<file path="src/hw/rtl/aese_pkg.sv">
package aese_pkg;

   // Alignment size limit and the widths that follow from it
   localparam int MAX_COLUMNS = 4096;
   localparam int COL_W       = (MAX_COLUMNS > 2) ? $clog2(MAX_COLUMNS) : 1;
   localparam logic [COL_W-1:0] INDEX_LIMIT = COL_W'(MAX_COLUMNS - 1);

   // Octal digits needed for the largest distance
   localparam int OCT_DIGITS = (COL_W + 2) / 3;
   localparam int DIST_W     = OCT_DIGITS * 3;
   localparam int DIG_W      = (OCT_DIGITS > 1) ? $clog2(OCT_DIGITS) : 1;

   // Command queue between classifier and emitter (power of two depth)
   localparam int QUEUE_DEPTH = 4;
   localparam int QPTR_W      = $clog2(QUEUE_DEPTH);
   localparam int QCNT_W      = $clog2(QUEUE_DEPTH + 1);

   // Characters
   localparam logic [7:0] GAP_CHAR = 8'd45;   // '-'
   localparam logic [7:0] INS_CHAR = 8'd105;  // 'i'
   localparam logic [7:0] SUB_CHAR = 8'd115;  // 's'
   localparam logic [7:0] DIGIT0   = 8'd48;   // '0'

   // One mismatching column, as handed to the emitter
   typedef struct packed {
      logic              start;    // column opens a new run
      logic              is_ins;   // insertion run, else substitution/deletion
      logic [DIG_W-1:0]  top;      // index of the most significant octal digit
      logic [DIST_W-1:0] distance; // distance from the previous run start
      logic [7:0]        qc;       // query character
   } aese_cmd_type;

   // Queue head as seen by the emitter
   typedef struct packed {
      logic         valid;
      aese_cmd_type cmd;
   } aese_head_type;

   // Emitter sequence over one command
   typedef enum logic [1:0] {
      PH_HEAD,
      PH_DIGIT,
      PH_CHAR
   } aese_phase_type;

endpackage

</file>
<file path="src/hw/rtl/aese_front.sv">
module aese_front import aese_pkg::*; (
   input  logic         clock,
   input  logic         reset,
   input  logic         req_tvalid,
   output logic         req_tready,
   input  logic [15:0]  req_tdata,   // ref_char [7:0], query_char [15:8]
   input  logic         req_tlast,   // final_column
   input  logic         queue_full,
   output logic         push_valid,
   output aese_cmd_type push_cmd
);

   logic             ins_open_ff, ins_open_in;
   logic             sub_open_ff, sub_open_in;
   logic [COL_W-1:0] col_ff, col_in;
   logic [COL_W-1:0] prev_ff, prev_in;

   logic             accept;
   logic [7:0]       rc;
   logic [7:0]       qc;
   logic             is_ins;
   logic             is_match;
   logic             run_open;
   logic [COL_W-1:0] distance;
   logic [DIST_W-1:0] dist_pad;
   logic [DIG_W-1:0] top;

   assign req_tready = !queue_full;
   assign accept     = req_tvalid && req_tready;
   assign rc         = req_tdata[7:0];
   assign qc         = req_tdata[15:8];
   assign is_ins     = (rc == GAP_CHAR);
   assign is_match   = (qc == rc);
   assign run_open   = is_ins ? ins_open_ff : sub_open_ff;
   assign distance   = (col_ff >= prev_ff) ? (col_ff - prev_ff) : '0;
   assign dist_pad   = DIST_W'(distance);

   // Find the leading nonzero octal digit (zero distance shows one digit)
   always_comb begin
      top = '0;
      for (int k = 1; k < OCT_DIGITS; k++) begin
         if (dist_pad[3*k +: 3] != 3'd0) begin
            top = DIG_W'(k);
         end
      end
   end

   // Build the command for a mismatching column
   always_comb begin
      push_valid        = accept && !is_match;
      push_cmd.start    = !run_open;
      push_cmd.is_ins   = is_ins;
      push_cmd.top      = top;
      push_cmd.distance = dist_pad;
      push_cmd.qc       = qc;
   end

   // Update run and column state on each transfer
   always_comb begin
      ins_open_in = ins_open_ff;
      sub_open_in = sub_open_ff;
      col_in      = col_ff;
      prev_in     = prev_ff;
      if (accept) begin
         if (is_match) begin
            ins_open_in = 1'b0;
            sub_open_in = 1'b0;
         end else begin
            ins_open_in = is_ins;
            sub_open_in = !is_ins;
            if (!run_open) begin
               prev_in = col_ff;
            end
         end
         col_in = (col_ff < INDEX_LIMIT) ? (col_ff + 1'b1) : INDEX_LIMIT;
         if (req_tlast) begin
            ins_open_in = 1'b0;
            sub_open_in = 1'b0;
            col_in      = '0;
            prev_in     = '0;
         end
      end
   end

   always_ff @(posedge clock) begin
      if (reset) begin
         ins_open_ff <= 1'b0;
         sub_open_ff <= 1'b0;
         col_ff      <= '0;
         prev_ff     <= '0;
      end else begin
         ins_open_ff <= ins_open_in;
         sub_open_ff <= sub_open_in;
         col_ff      <= col_in;
         prev_ff     <= prev_in;
      end
   end

endmodule

</file>
<file path="src/hw/rtl/aese_fifo.sv">
module aese_fifo import aese_pkg::*; (
   input  logic          clock,
   input  logic          reset,
   input  logic          push_valid,
   input  aese_cmd_type  push_cmd,
   output logic          full,
   input  logic          pop,
   output aese_head_type head
);

   aese_cmd_type      mem_ff [QUEUE_DEPTH];
   logic [QPTR_W-1:0] wr_ptr_ff, wr_ptr_in;
   logic [QPTR_W-1:0] rd_ptr_ff, rd_ptr_in;
   logic [QCNT_W-1:0] count_ff, count_in;
   logic              do_push;
   logic              do_pop;

   assign full       = (count_ff == QCNT_W'(QUEUE_DEPTH));
   assign head.valid = (count_ff != '0);
   assign head.cmd   = mem_ff[rd_ptr_ff];
   assign do_push    = push_valid && !full;
   assign do_pop     = pop && head.valid;

   // Advance pointers and occupancy; pointers wrap at the depth
   always_comb begin
      wr_ptr_in = do_push ? wr_ptr_ff + 1'b1 : wr_ptr_ff;
      rd_ptr_in = do_pop  ? rd_ptr_ff + 1'b1 : rd_ptr_ff;
      count_in  = count_ff;
      if (do_push && !do_pop) begin
         count_in = count_ff + 1'b1;
      end else if (do_pop && !do_push) begin
         count_in = count_ff - 1'b1;
      end
   end

   always_ff @(posedge clock) begin
      if (reset) begin
         wr_ptr_ff <= '0;
         rd_ptr_ff <= '0;
         count_ff  <= '0;
      end else begin
         wr_ptr_ff <= wr_ptr_in;
         rd_ptr_ff <= rd_ptr_in;
         count_ff  <= count_in;
      end
   end

   // Store entries
   always_ff @(posedge clock) begin
      if (do_push) begin
         mem_ff[wr_ptr_ff] <= push_cmd;
      end
   end

endmodule

</file>
<file path="src/hw/rtl/aese_back.sv">
module aese_back import aese_pkg::*; (
   input  logic          clock,
   input  logic          reset,
   input  aese_head_type head,
   output logic          pop,
   output logic          rsp_tvalid,
   input  logic          rsp_tready,
   output logic [7:0]    rsp_tdata,   // out_char [7:0]
   output logic          rsp_tlast    // run_end
);

   aese_phase_type   phase_ff, phase_in;
   logic [DIG_W-1:0] dig_ff, dig_in;
   logic             rsp_valid_ff, rsp_valid_in;
   logic [7:0]       rsp_char_ff, rsp_char_in;
   logic             rsp_last_ff, rsp_last_in;

   logic             out_load;
   logic             emit;
   logic [2:0]       digit;

   assign out_load   = !rsp_valid_ff || rsp_tready;
   assign emit       = out_load && head.valid;
   assign rsp_tvalid = rsp_valid_ff;
   assign rsp_tdata  = rsp_char_ff;
   assign rsp_tlast  = rsp_last_ff;

   // Select the current octal digit of the distance
   always_comb begin
      digit = 3'd0;
      for (int k = 0; k < OCT_DIGITS; k++) begin
         if (dig_ff == DIG_W'(k)) begin
            digit = head.cmd.distance[3*k +: 3];
         end
      end
   end

   // Step through prefix, digits and query character; continuing runs send only qc
   always_comb begin
      phase_in     = phase_ff;
      dig_in       = dig_ff;
      pop          = 1'b0;
      rsp_valid_in = rsp_valid_ff;
      rsp_char_in  = rsp_char_ff;
      rsp_last_in  = rsp_last_ff;
      if (out_load) begin
         rsp_valid_in = 1'b0;
      end
      if (emit) begin
         rsp_valid_in = 1'b1;
         case (phase_ff)
            PH_HEAD: begin
               if (head.cmd.start) begin
                  rsp_char_in = head.cmd.is_ins ? INS_CHAR : SUB_CHAR;
                  rsp_last_in = 1'b0;
                  dig_in      = head.cmd.top;
                  phase_in    = PH_DIGIT;
               end else begin
                  rsp_char_in = head.cmd.qc;
                  rsp_last_in = 1'b1;
                  pop         = 1'b1;
               end
            end
            PH_DIGIT: begin
               rsp_char_in = DIGIT0 + {5'd0, digit};
               rsp_last_in = 1'b0;
               if (dig_ff == '0) begin
                  phase_in = PH_CHAR;
               end else begin
                  dig_in = dig_ff - 1'b1;
               end
            end
            PH_CHAR: begin
               rsp_char_in = head.cmd.qc;
               rsp_last_in = 1'b1;
               pop         = 1'b1;
               phase_in    = PH_HEAD;
            end
            default: begin
               phase_in     = PH_HEAD;
               rsp_valid_in = 1'b0;
            end
         endcase
      end
   end

   always_ff @(posedge clock) begin
      if (reset) begin
         phase_ff     <= PH_HEAD;
         dig_ff       <= '0;
         rsp_valid_ff <= 1'b0;
      end else begin
         phase_ff     <= phase_in;
         dig_ff       <= dig_in;
         rsp_valid_ff <= rsp_valid_in;
      end
   end

   // Hold output payload
   always_ff @(posedge clock) begin
      rsp_char_ff <= rsp_char_in;
      rsp_last_ff <= rsp_last_in;
   end

endmodule

</file>
<file path="src/hw/rtl/alignment_edit_script_encoder_core.sv">
// A column's first character passes the command queue and then the output register.
// Throughput: one column per cycle into a 4-entry command queue unless full; the emitter
// sends one character per cycle unless the output stalls; a run start sends a prefix,
// top + 1 digits, the query char (up to 6 at 4096 columns); a continuing run the query char.
// Reset: synchronous, clears run state, column counter, queue and output.
module alignment_edit_script_encoder_core import aese_pkg::*; (
   input  logic        clock,
   input  logic        reset,
   input  logic        req_tvalid,
   output logic        req_tready,
   input  logic [15:0] req_tdata,   // ref_char [7:0], query_char [15:8]
   input  logic        req_tlast,   // final_column
   output logic        rsp_tvalid,
   input  logic        rsp_tready,
   output logic [7:0]  rsp_tdata,   // out_char [7:0]
   output logic        rsp_tlast    // run_end
);

   logic          queue_full;
   logic          push_valid;
   aese_cmd_type  push_cmd;
   logic          pop;
   aese_head_type head;

   aese_front u_front (
      .clock      (clock),
      .reset      (reset),
      .req_tvalid (req_tvalid),
      .req_tready (req_tready),
      .req_tdata  (req_tdata),
      .req_tlast  (req_tlast),
      .queue_full (queue_full),
      .push_valid (push_valid),
      .push_cmd   (push_cmd)
   );

   aese_fifo u_fifo (
      .clock      (clock),
      .reset      (reset),
      .push_valid (push_valid),
      .push_cmd   (push_cmd),
      .full       (queue_full),
      .pop        (pop),
      .head       (head)
   );

   aese_back u_back (
      .clock      (clock),
      .reset      (reset),
      .head       (head),
      .pop        (pop),
      .rsp_tvalid (rsp_tvalid),
      .rsp_tready (rsp_tready),
      .rsp_tdata  (rsp_tdata),
      .rsp_tlast  (rsp_tlast)
   );

endmodule

</file>
<file path="config.mk">
export PLATFORM = sky130hd
export DESIGN_NAME = alignment_edit_script_encoder_core
export DESIGN_NICKNAME = d
export VERILOG_FILES = /design/src/hw/rtl/aese_pkg.sv /design/src/hw/rtl/aese_front.sv /design/src/hw/rtl/aese_fifo.sv /design/src/hw/rtl/aese_back.sv /design/src/hw/rtl/alignment_edit_script_encoder_core.sv
export SDC_FILE = /design/constraint.sdc
export NUM_CORES = 1
export LEC_CHECK = 0
export BUFFER_PORTS_ARGS = -buffer_cell sky130_fd_sc_hd__buf_2
export CAP_MARGIN = 10
export CORE_ASPECT_RATIO = 1.2
export CORE_UTILIZATION = 60
export DETAILED_ROUTE_END_ITERATION = 8
export PLACE_DENSITY = 0.78
export SKIP_LAST_GASP = 1
export SYNTH_ARGS = -nofsm -noshare
export SYNTH_HDL_FRONTEND = slang
export SYNTH_HIERARCHICAL = 1
export SYNTH_SLANG_ARGS = --single-unit
</file>
<file path="constraint.sdc">
create_clock -name clock -period 3.3 [get_ports clock]
set_input_delay 0.66 -clock clock [delete_from_list [all_inputs] [get_ports clock]]
set_output_delay 0.66 -clock clock [all_outputs]
set_load 0.02 [all_outputs]
</file>
; Yosys cells after proc, flatten, opt, wreduce, memory -nomap -nowiden
; Memory sizes are Yosys's and may differ from the RTL's. A register that Yosys moved wholly into a read port is not among the register bits.
; Cells that the tools add are included.
[totals]
register_bits = 47
latchBits = 0
mem_bits_rw = 96
mem_bits_ro = 0
input_bits = 21
out_inout_bits = 11
elab_cells = 106
mem_count = 1
[classes]
addsub = 8
mul = 0
div_mod_pow = 0
magnitude_cmp = 2
n_eq_ne = 13
shift = 0
muxes = 40
bitwise_logic = 0
n_reduce_logical = 30
[memory_table]
columns = memory, depth, word_bits, rd, rd_clocked_by_memory_dff, wr, line
row1 = u_fifo.mem_ff, 4, 24, 1, 1, 1, aese_fifo.sv:11  ; aese_cmd_type mem_ff [QUEUE_DEPTH];
[ops]
columns = op, n
row1 = 2-to-1 mux 12 bit, 6
row2 = case mux 8 bit (3 select lines), 1
row3 = 2-to-1 mux 3 bit, 6
row4 = 2-to-1 mux 2 bit, 8
row5 = nonzero test 3 bit, 5
row6 = 2-to-1 mux 1 bit, 13
row7 = adder 12 x 1 -> 12 bit (second input constant), 1
row8 = >= comparator 12 bit, 1
row9 = less-than comparator 12 bit (second input constant), 1
row10 = subtractor 12 bit, 1
row11 = == test 8 x 6 -> 1 bit (second input constant), 1
row12 = == test 8 bit, 1
row13 = 2-to-1 mux 8 bit, 1
row14 = != test 2 bit (second input constant), 4
row15 = case mux 2 bit (2 select lines), 2
row16 = adder 6 x 3 -> 7 bit (first input constant), 1
row17 = logical AND 1 bit, 7
row18 = zero test 1 bit, 7
row19 = == test 2 bit (second input constant), 3
row20 = AND reduction 3 bit, 2
row21 = nonzero test 2 bit, 3
row22 = 2-to-1 mux 5 bit, 1
row23 = adder 2 x 1 -> 2 bit (second input constant), 2
row24 = == test 2 x 1 -> 1 bit (second input constant), 2
row25 = other kinds (12), 13

; Depth between registers and ports, before layout
; Gate-level depths: netlist (run 1).
[depth]
depth_word = 9
mapped_depth = 13
depth_no_buf = 12

; Cells and area by module
; Netlist (run 1), hierarchy kept.
[by_module_without_submodules]
columns = mod, n_inst, cells_per_inst, area_each_um2, seq_area_each_um2
row1 = aese_fifo, 1, 174, 3978.8, 3062.9
row2 = aese_front, 1, 294, 2253.4, 520.5
row3 = aese_back, 1, 102, 909.6, 370.4

; Worst setup path after synthesis (run 1)
; OpenSTA, ideal clock, no wires.
[synth_path]
path_kind = flip-flop to flip-flop
start = reg u_fifo.count_ff[0]
end = reg u_fifo.count_ff[2]
setup_ps = 70
arrival_ps = 2789
required_ps = 3230
path_slack_ps = 441
path_stages_with_launch = 14
n_path_buf = 1
synth_period_minus_slack_ps = 2859
path_cell_list = dfxtp_1 nor3b_4 inv_1 nand2_1 clkbuf_1 a21oi_1 inv_1 nor2_1 ha_1 inv_1 fa_1 xor2_1 or3_1 a21oi_1
[synth_via]
elab_chain_len = 8
elab_cells_between_ends = 18
cone_classes = add/sub (2) / eq/ne (1) / mux (3) / reduce/logical (12)
[synth_lines]
columns = item, line
row1 = start: declaration, aese_fifo.sv:14  ; logic [QCNT_W-1:0] count_ff, count_in;
row2 = start signal: assignment, aese_fifo.sv:44  ; count_ff <= count_in;
row3 = == test 3 bit (*), aese_fifo.sv:18  ; assign full = (count_ff == QCNT_W'(QUEUE_DEPTH));
row4 = net queue_full, alignment_edit_script_encoder_core.sv:19  ; logic queue_full;
row5 = zero test 1 bit (*), aese_front.sv:28  ; assign req_tready = !queue_full;
row6 = net req_tready, alignment_edit_script_encoder_core.sv:10  ; output logic req_tready,
row7 = logical AND 1 bit (*), aese_front.sv:29  ; assign accept = req_tvalid && req_tready;
row8 = logical AND 1 bit (*), aese_front.sv:50  ; push_valid = accept && !is_match;
row9 = net push_valid, alignment_edit_script_encoder_core.sv:20  ; logic push_valid;
row10 = logical AND 1 bit (*), aese_fifo.sv:21  ; assign do_push = push_valid && !full;
row11 = net u_fifo.do_push, aese_fifo.sv:15  ; logic do_push;
row12 = zero test 1 bit, aese_fifo.sv:31  ; end else if (do_pop && !do_push) begin
row13 = logical AND 1 bit, aese_fifo.sv:31
row14 = nonzero test 2 bit (no source line), --
; Mark *: on every way through the listed nets, which the timed path passes. The rest lies on a longest branch. The select of a mux whose other input is x is not followed.
; A chain may end at the register's enable or synchronous reset.

==> results.py, run 1 <==
metrics = {
    "cts": {
        "htreeDepth": 4,
        "cts_made_buffers": 17,
        "cts_tree": "done",
        "ctsResizeCount": 0,
        "hold_buffers": 0,
        "cts.sinks": 145,
        "clockBufferDepth": 2,
        "clk_latency_ps": 420,
        "clkTransAtPathRegs_ps": 60,
        "clock-root-buffer": "clkbuf_16",
        "cts_setup_buffers": 0,
    },
    "final_layout": {
        "layout-drive-gt1-share_pct": 17.5,
        "final.fill_count": 815,
        "n_antenna_cell": 0,
        "final_cells": 764,
        "area_growth_pct": 11.1,
        "fin_nets": 643,
        "post-route-util_pct": 68.6,
    },
    "sta": {
        "setup-tns-final_ps": 0,
        "setup_viol_count_final": 0,
        "period_minus_slack_ps": 2910,
        "drv_slew": 0,
        "fin_skew_ps": 8.33,
        "holdWs_ps": 479,
        "tightest_slew_ps": 767,
        "fmax_mhz": 343,
        "final-hold-violation-count": 0,
        "rsz0062_at_grt": "no",
        "period_share_pct": 88.3,
        "relSlewSlack_pct": 48.9,
    },
    "die": {
        "rows": 43,
        "die-area_sq_um": 12300,
        "core-area_sq_um": 11600,
        "chipHeight_um": 122,
        "ios": 32,
        "dieWidth_um": 102,
        "start_util_pct": 61.7,
    },
    "routing": {
        "via_per_inst": 6.02,
        "num_vias": 4596,
        "drtAntennaViolNets": 0,
        "drt_iter0_drc": 226,
        "drt_first_pass_iters": 5,
        "drc": 0,
        "routed_wl_um": 13500,
        "route.detailed.wl_per_inst_um": 17.7,
    },
    "status": {
        "status": "finished clean",
    },
    "place": {
        "dp_hpwl_um": 9190,
        "dp_cells": 732,
        "place_congestion": 0.871,
        "portBuffers": 31,
    },
    "synthesis": {
        "synth_warnings": 6,
        "synth_cell_type_count": 70,
        "synth_area_leader_cell": "edfxtp_1",
        "synthFlopType": "edfxtp_1",
        "ys_ff_latch": 145,
        "avgSynthCellArea_sq_um": 12.5,
        "synthArstFlopShare_pct": 0,
        "synth.top_cell.area_share_pct": 44.1,
        "synthTopCellsByCount": "edfxtp_1 (105), nor2_1 (51), dfxtp_1 (40)",
        "syn_nets": 619,
        "synth_edf_count": 105,
        "synth_area_sq_um": 7140,
        "yosysMostFrequentCell": "edfxtp_1",
        "synthCells": 570,
        "netlist_top_cells_area": "edfxtp_1 (44%), dfxtp_1 (11%), mux4_2 (6.3%), ha_1 (4.6%), nor2_1 (2.7%)",
        "yosysSeqAreaShare_pct": 55.4,
    },
    "power": {
        "p_switching_mw": 1.64,
        "p_int_mw": 4.07,
        "seqPwrFrac_pct": 41.9,
        "p_leak_nw": 2.88,
        "p_sw_share_pct": 28.7,
        "irDropWorstVdd_v": 0.000477,
        "power.density_nw_per_um2": 720,
        "power_mw": 5.71,
        "combPwrFrac_pct": 22.6,
        "clockPowerShare_pct": 35.5,
    },
    "setup_path": {
        "startpoint_type": "register",
        "crit_fanout": 7,
        "cp.arrival_ps": 3260,
        "criticalPathCategory": "register to register",
        "r2r_setup_slack_ps": 390,
        "required_ps": 3640,
        "cp-end-kind": "register",
    },
    "grt": {
        "overflow": 0,
        "antenna_found_initial": 0,
        "grt_pass1_vias": 4496,
        "grt_use_total_pct": 24.3,
        "grt_max_degree": 41,
        "grt_pass1_wl_um": 22300,
    },
    "flow_run": {
        "drv_cap": 0,
    },
    "worst_hold_path": {
        "hp-class": "primary input to register",
    },
}
[per-stage QoR]
step	worst slack [ps]	area, sq um
2_1_floorplan	441	7140
3_3_place_gp	408	7300
3_5_place_dp	259	7300
4_1_cts	391	7940
5_1_grt	266	7940
6_report	387	7940
[final cells by class]
class | count | area (sq um) | area share (%)
Clock buffer | 18 | 429 | 5.41
Clock inverter | 14 | 204 | 2.57
Inverter | 32 | 120 | 1.51
Multi-Input combinational cell | 357 | 2800 | 35.3
Sequential cell | 145 | 3950 | 49.8
Tap cell | 157 | 196 | 2.47
Timing Repair Buffer | 41 | 230 | 2.90
[registers in the layout, indices dropped and copies added (netlist names), named ones only]
signal               count
u_fifo/mem_ff           96
u_front/col_ff          12
u_front/prev_ff         12
u_back/rsp_tdata         8
u_fifo/count_ff          3
u_back/dig_ff            2
u_back/phase_ff          2
u_fifo/rd_ptr_ff         2
u_fifo/wr_ptr_ff         2
u_back/rsp_tlast         1
u_back/rsp_tvalid        1
u_front/ins_open_ff      1
u_front/sub_open_ff      1
[power groups by stage]
stage | Sequential, mW | Combinational (mW) | Clock [mW]
3_3_place_gp | 2.41 | 1.24 | 0
3_5_place_dp | 2.43 | 1.28 | 0
2_1_floorplan | 2.49 | 0.904 | 0
4_1_cts | 2.40 | 1.29 | 2.05
5_1_grt | 2.42 | 1.42 | 2.12
6_report | 2.39 | 1.29 | 2.03
[cell families (layout without fill, tap and decap cells)]
kind of cell / Yosys count / count (layout) / share of synthesized area, %
xor gates and xnor gates: 17 / 17 / 2.08
buffers and inverters: 68 / 105 / 5.38
and+or+nand+nor: 155 / 155 / 11.3
adders and majority gates: 28 / 28 / 5.12
muxes: 28 / 28 / 8.34
AOI/OAI and AO/OA: 129 / 129 / 12.4
DFF: 145 / 145 / 55.4
[path summary, 6_finish.rpt]
check,start,end,depth (start not counted)
worst max-delay path,register,u_fifo/count_ff[2],10
worst min-delay path,req_tdata[13],u_fifo/mem_ff[1][5],1
worst max register to register,register,u_fifo/count_ff[2],10
worst min register to register,u_front/prev_ff[7],u_front/prev_ff[7],2
[routing by layer]
layer | track usage (%) | up-vias | share of wire [%]
li1 | - | 2201 | -
met1 | 30.5 | 2240 | 42
met2 | 41.3 | 136 | 51
met3 | 5.24 | 19 | 4.8
met4 | 8.79 | 0 | 1.6
met5 | 0 | - | 0
[layout by cell type, fill, tap and decap left out, drive strengths merged, types with 5 or more instances in the layout]
cell type | synthesis | final
inv | 32 | 35
mux4 | 24 | 24
nand3 | 14 | 14
clkbuf | 10 | 18
nor2b | 8 | 8
edfxtp | 105 | 105
nor3 | 16 | 16
and2 | 9 | 9
o21ai | 23 | 23
buf | 26 | 41
a21o | 7 | 7
xor2 | 13 | 13
nand2b | 7 | 7
dfxtp | 40 | 40
nand2 | 26 | 26
a22oi | 14 | 14
ha | 26 | 26
a211oi | 6 | 6
a41oi | 5 | 5
a21oi | 36 | 36
nor2 | 51 | 51
a31oi | 12 | 12
[critical path, stage by stage (launching register included)]
cell,delay (ps)
dfxtp_1,350
mux4_2,610
or2b_4,320
a21oi_1,370
o31ai_2,160
ha_1,240
inv_1,80
fa_1,180
xor2_1,70
or3_1,310
a21oi_1,140
(Power assumes the default switching activity.)
==> inputs of run 2 (changes only) <==
--- a/config.mk
+++ b/config.mk
@@ -8,9 +8,9 @@
 export BUFFER_PORTS_ARGS = -buffer_cell sky130_fd_sc_hd__buf_2
 export CAP_MARGIN = 10
 export CORE_ASPECT_RATIO = 1.2
-export CORE_UTILIZATION = 60
+export CORE_UTILIZATION = 50
 export DETAILED_ROUTE_END_ITERATION = 8
-export PLACE_DENSITY = 0.78
+export PLACE_DENSITY = 0.67
 export SKIP_LAST_GASP = 1
 export SYNTH_ARGS = -nofsm -noshare
 export SYNTH_HDL_FRONTEND = slang
==> constraint.sdc (replaced) <==
create_clock -name clock -period 3.3 [get_ports clock]
set_input_delay 0 -clock clock [delete_from_list [all_inputs] [get_ports clock]]
set_output_delay 0 -clock clock [all_outputs]
set_load 0.02 [all_outputs]
==> results.py, run 2 (synthesis gave the netlist of run 1 again) <==
metrics = {
    "setup_path": {
        "max_stage_delay_ps": 520,
        "startpoint_type": "register",
        "r2r_setup_slack_ps": 460,
        "crit_fanout": 6,
        "critPathBufInv": 3,
        "cp_cell_sequence": "nor3b_4 -> inv_1 -> nand2_1 -> a21oi_1 -> inv_1 -> nor2_1 -> ha_1 -> inv_1 -> fa_1 -> xor2_1 -> or3_1 -> a21oi_1",
        "cp.arrival_ps": 3180,
        "ff2ff_path_depth": 12,
        "crit_cells": 12,
        "slowest_stage": "dfxtp_1",
        "criticalPathCategory": "register to register",
        "crit_family": "simple AND/OR/NAND/NOR gates",
        "required_ps": 3640,
        "crit_top_cell": "inv_1",
        "cp-end-kind": "register",
    },
    "sta": {
        "rsz0062_at_grt": "no",
        "fmax_mhz": 352,
        "period_minus_slack_ps": 2840,
        "fin_ws_ps": 456,
        "setup_viol_count_final": 0,
        "drv_slew": 0,
        "relSlewSlack_pct": 36.8,
        "period_share_pct": 86.2,
        "tightest_slew_ps": 942,
        "final-hold-violation-count": 0,
        "fin_skew_ps": 7.81,
        "setup-tns-final_ps": 0,
    },
    "place": {
        "portBuffers": 31,
        "place_congestion": 0.859,
        "dp_slack_ps": 513,
        "dp_hpwl_um": 9530,
        "dp_cells": 748,
    },
    "grt": {
        "grt_pass1_wl_um": 23400,
        "overflow": 0,
        "grt_use_total_pct": 20.6,
        "grt_pass1_vias": 4708,
        "grt_max_degree": 41,
        "antenna_found_initial": 0,
    },
    "die": {
        "dieWidth_um": 111,
        "chipHeight_um": 133,
        "rows": 47,
        "ios": 32,
        "die-area_sq_um": 14800,
        "start_util_pct": 51.5,
        "core-area_sq_um": 13900,
    },
    "final_layout": {
        "fin_nets": 654,
        "final.fill_count": 1117,
        "multiInputGateArea_sq_um": 2810,
        "post-route-util_pct": 57.8,
        "final_cells": 789,
        "layout-drive-gt1-share_pct": 17.6,
        "final_cell_mix": "edfxtp_1 (105), nor2_1 (51), dfxtp_1 (40)",
        "top_regs": "u_fifo/mem_ff x96, u_front/col_ff x12, u_front/prev_ff x12",
        "area_growth_pct": 12.3,
        "largest_reg_flops": 96,
        "n_antenna_cell": 0,
        "final_common_cell": "edfxtp_1",
        "largest_register": "u_fifo/mem_ff",
        "seq_area_sq_um": 3950,
    },
    "cts": {
        "clkTransAtPathRegs_ps": 60,
        "clockBufferDepth": 2,
        "cts_tree": "done",
        "htreeDepth": 4,
        "clock-root-buffer": "clkbuf_16",
        "cts_made_buffers": 17,
        "clk_latency_ps": 420,
        "cts.sinks": 145,
        "ctsResizeCount": 0,
    },
    "worst_hold_path": {
        "hp-class": "primary input to register",
        "min_path_cells": 5,
    },
    "status": {
        "status": "finished with violations",
        "violations": "DRC",
    },
    "power": {
        "p_leak_nw": 2.90,
        "power_mw": 5.54,
        "power.density_nw_per_um2": 690,
        "irDropWorstVdd_v": 0.000340,
    },
    "routing": {
        "met3WireLength_um": 568,
        "top_signal_layer_used": "met4",
        "drtAntennaViolNets": 0,
        "met1_length_um": 5990,
        "drt_first_pass_iters": 7,
        "routed_wl_um": 14200,
        "drc": 6,
        "via_per_inst": 5.86,
        "wl_met2_um": 7350,
        "route.detailed.wl_per_inst_um": 18.0,
        "drt_iter0_drc": 290,
        "num_vias": 4623,
    },
    "flow_run": {
        "drv_cap": 0,
    },
}
## run 2: metrics by stage
step / instance area, sq um / hold slack (ps)
floorplan: 7140 / 69.1
global placement: 7340 / 248
detailed placement: 7340 / 253
CTS: 8020 / 0.188
global route: 8020 / 64.5
finish: 8020 / 9.68
## run 2: path summary, 6_finish.rpt
| check | start | end |
|---|---|---|
| setup / recovery | u_fifo/count_ff[0] | u_fifo/count_ff[2] |
| hold reg to reg | u_front/prev_ff[2] | u_front/prev_ff[2] |
| setup reg to reg | u_fifo/count_ff[0] | u_fifo/count_ff[2] |
| hold / removal | req_tdata[7] | u_front/sub_open_ff |
## run 2: layout make-up
cell class	count	area share [%]
well taps	171	2.67
repair buffers	52	4.18
clock inverters	14	1.94
flip-flops and latches	145	49.3
inverters	32	1.50
clock buffers	18	5.35
multi-input cells	357	35.0
## run 2: worst reg2reg max path, delay by kind of cell (launching register included)
family | cells | cell delay [ps]
adders and majority gates | 2 | 650
and+or+nand+nor | 4 | 920
AOI/OAI and AO/OA | 2 | 280
buffers and inverters | 3 | 220
xor gates and xnor gates | 1 | 180
DFF | 1 | 520
## run 2: where the power goes
group          internal (mW)  switching (mW)  total, mW
Clock                   1.12           0.751       1.87
Combinational          0.512           0.763       1.28
Sequential              2.28           0.104       2.39
Total                   3.92            1.62       5.54
## run 2: what timing repair did
| action | in CTS | in global routing |
|---|---|---|
| hold buffers | 9 | 0 |
| buffers inserted | 0 | 0 |
| endpoints found under the hold margin | 33 | 0 |
## run 2: routing by layer
metal  track usage [%]  vias to the layer above
met5                 0                        -
met2              36.4                      110
met1              24.6                     2275
met4              8.63                        0
met3              4.08                       24
li1                  -                     2214
==> inputs of run 3 (changes only) <==
--- a/config.mk
+++ b/config.mk
@@ -8,9 +8,8 @@
 export BUFFER_PORTS_ARGS = -buffer_cell sky130_fd_sc_hd__buf_2
 export CAP_MARGIN = 10
 export CORE_ASPECT_RATIO = 1.2
-export CORE_UTILIZATION = 50
+export CORE_UTILIZATION = 45
 export DETAILED_ROUTE_END_ITERATION = 8
-export PLACE_DENSITY = 0.67
 export SKIP_LAST_GASP = 1
 export SYNTH_ARGS = -nofsm -noshare
 export SYNTH_HDL_FRONTEND = slang
==> results.py, run 3 (synthesis gave the netlist of run 1 again) <==
metrics = {
    "status": {
        "status": "finished clean",
    },
    "cts": {
        "cts.sinks": 145,
        "htreeDepth": 4,
        "cts_tree": "done",
        "clkTransAtPathRegs_ps": 60,
        "ctsResizeCount": 0,
        "clock-root-buffer": "clkbuf_16",
        "clockBufferDepth": 2,
        "clk_latency_ps": 420,
        "cts_made_buffers": 17,
    },
    "sta": {
        "final-hold-violation-count": 0,
        "rsz0062_at_grt": "no",
        "period_minus_slack_ps": 2820,
        "fin_ws_ps": 482,
        "fin_skew_ps": 9.80,
        "setup_viol_count_final": 0,
        "fmax_mhz": 355,
        "period_share_pct": 85.4,
        "relSlewSlack_pct": 39.0,
        "setup-tns-final_ps": 0,
        "tightest_slew_ps": 909,
        "drv_slew": 0,
    },
    "final_layout": {
        "n_antenna_cell": 0,
        "top_regs": "u_fifo/mem_ff x96, u_front/col_ff x12, u_front/prev_ff x12",
        "area_growth_pct": 13.1,
        "post-route-util_pct": 51.9,
        "final_cell_mix": "edfxtp_1 (105), nor2_1 (51), dfxtp_1 (40)",
        "largest_register": "u_fifo/mem_ff",
        "layout-drive-gt1-share_pct": 17.7,
        "final_common_cell": "edfxtp_1",
        "finalInstanceArea_sq_um": 8080,
        "largest_reg_flops": 96,
        "fin_nets": 653,
    },
    "grt": {
        "overflow": 0,
        "grt_use_total_pct": 19.3,
        "antenna_found_initial": 0,
        "grt_max_degree": 41,
        "grt_pass1_vias": 4664,
        "grt_pass1_wl_um": 23400,
    },
    "routing": {
        "drc": 0,
        "drt_iter0_drc": 265,
        "num_vias": 4598,
        "routed_wl_um": 14500,
        "route.detailed.wl_per_inst_um": 17.5,
        "drt_first_pass_iters": 4,
        "drtAntennaViolNets": 0,
        "via_per_inst": 5.57,
    },
    "die": {
        "start_util_pct": 45.8,
        "die-area_sq_um": 16400,
        "dieWidth_um": 117,
        "core-area_sq_um": 15600,
        "chipHeight_um": 140,
        "ios": 32,
        "rows": 50,
    },
    "flow_run": {
        "drv_cap": 0,
    },
    "setup_path": {
        "startpoint_type": "register",
        "reg2reg_to": "u_fifo/mem_ff[0][20]",
        "cp_cell_sequence": "inv_1 -> ha_1 -> fa_1 -> and2b_1 -> o2111ai_2 -> a21oi_1 -> o221ai_2 -> a311o_1 -> a31oi_1",
        "crit_fanout": 8,
        "cp-end-kind": "register",
        "ff2ff_path_depth": 9,
        "crit_family": "compound AO/OA/AOI/OAI gates",
        "r2r_setup_slack_ps": 480,
        "cp.arrival_ps": 3020,
        "criticalPathCategory": "register to register",
        "slowest_stage": "dfxtp_1",
        "crit-reg2reg-launch": "u_front/col_ff[0]",
        "required_ps": 3500,
        "max_stage_delay_ps": 460,
        "critPathBufInv": 1,
    },
    "place": {
        "dp_hpwl_um": 9980,
        "placed_area_sq_um": 7380,
        "place_congestion": 0.859,
        "portBuffers": 31,
        "dp_slack_ps": 501,
    },
    "worst_hold_path": {
        "hp-class": "primary input to register",
        "min_from": "req_tdata[6]",
        "min_path_cells": 5,
        "hold_path_end": "u_front/sub_open_ff",
    },
    "power": {
        "power_mw": 5.60,
        "p_leak_nw": 2.91,
        "power.density_nw_per_um2": 694,
        "irDropWorstVdd_v": 0.000311,
    },
}
[run 3: cell count changes in the layout (fill, tap and decap cells not counted), sizes merged]
cell	previous run	this run
buf	43	42
bufinv	2	3
clkbuf	18	17
clkinv	4	5
clkinvlp	4	3
[run 3: worst max-delay path by stage]
stage / start / end / slack (ps) / depth (start not counted)
6_report: u_front/col_ff[0] / u_fifo/mem_ff[0][20] / 480 / 9
5_1_grt: u_front/col_ff[0] / u_fifo/mem_ff[2][14] / 210 / 9
4_1_cts: u_front/col_ff[0] / u_fifo/mem_ff[3][20] / 480 / 9
3_5_place_dp: u_front/col_ff[0] / u_fifo/mem_ff[1][20] / 500 / 9
3_3_place_gp: u_front/col_ff[0] / u_fifo/mem_ff[0][10] / 180 / 8
2_1_floorplan: u_fifo/count_ff[0] / u_fifo/count_ff[2] / 440 / 13
[run 3: power breakdown]
| part | internal (mW) | switching, mW | total (mW) |
|---|---|---|---|
| sequential | 2.28 | 0.101 | 2.39 |
| clock | 1.20 | 0.749 | 1.94 |
| combinational | 0.512 | 0.762 | 1.27 |
| total | 3.99 | 1.61 | 5.60 |
[run 3: what timing repair did]
action	4_1_cts	5_1_grt
hold buffers	9	0
hold endpoints to repair	33	0
buffers inserted	0	0
endpoints found under the setup margin	0	0
[run 3: worst reg2reg max path, cell delays in order (launching register included)]
cell	delay [ps]
dfxtp_1	460
inv_1	110
ha_1	240
fa_1	390
and2b_1	270
o2111ai_2	190
a21oi_1	230
o221ai_2	130
a311o_1	290
a31oi_1	300
[run 3: cell type report]
cell class                      instances  area, sq um
Timing Repair Buffer                   51          328
Clock buffer                           17          425
Inverter                               32          120
Fill cell                            1343         7500
Multi-Input combinational cell        357         2810
Clock inverter                         15          183
Sequential cell                       145         3950
Tap cell                              208          260
[run 3: through the flow]
stage / std cells / hold slack [ps]
after detailed placement: 784 / 262
after CTS: 825 / 6.99
after floorplan: 570 / 69.1
final: 825 / 30.0
after global routing: 825 / 59.5
after global placement: 784 / 252
[run 3: per-layer routing]
metal | wire, um | vias to the layer above | GRT usage [%]
met5 | 0 | - | 0
met4 | 267 | 0 | 8.33
met1 | 6280 | 2281 | 23.0
met2 | 7490 | 86 | 32.8
li1 | - | 2210 | -
met3 | 428 | 21 | 4.63
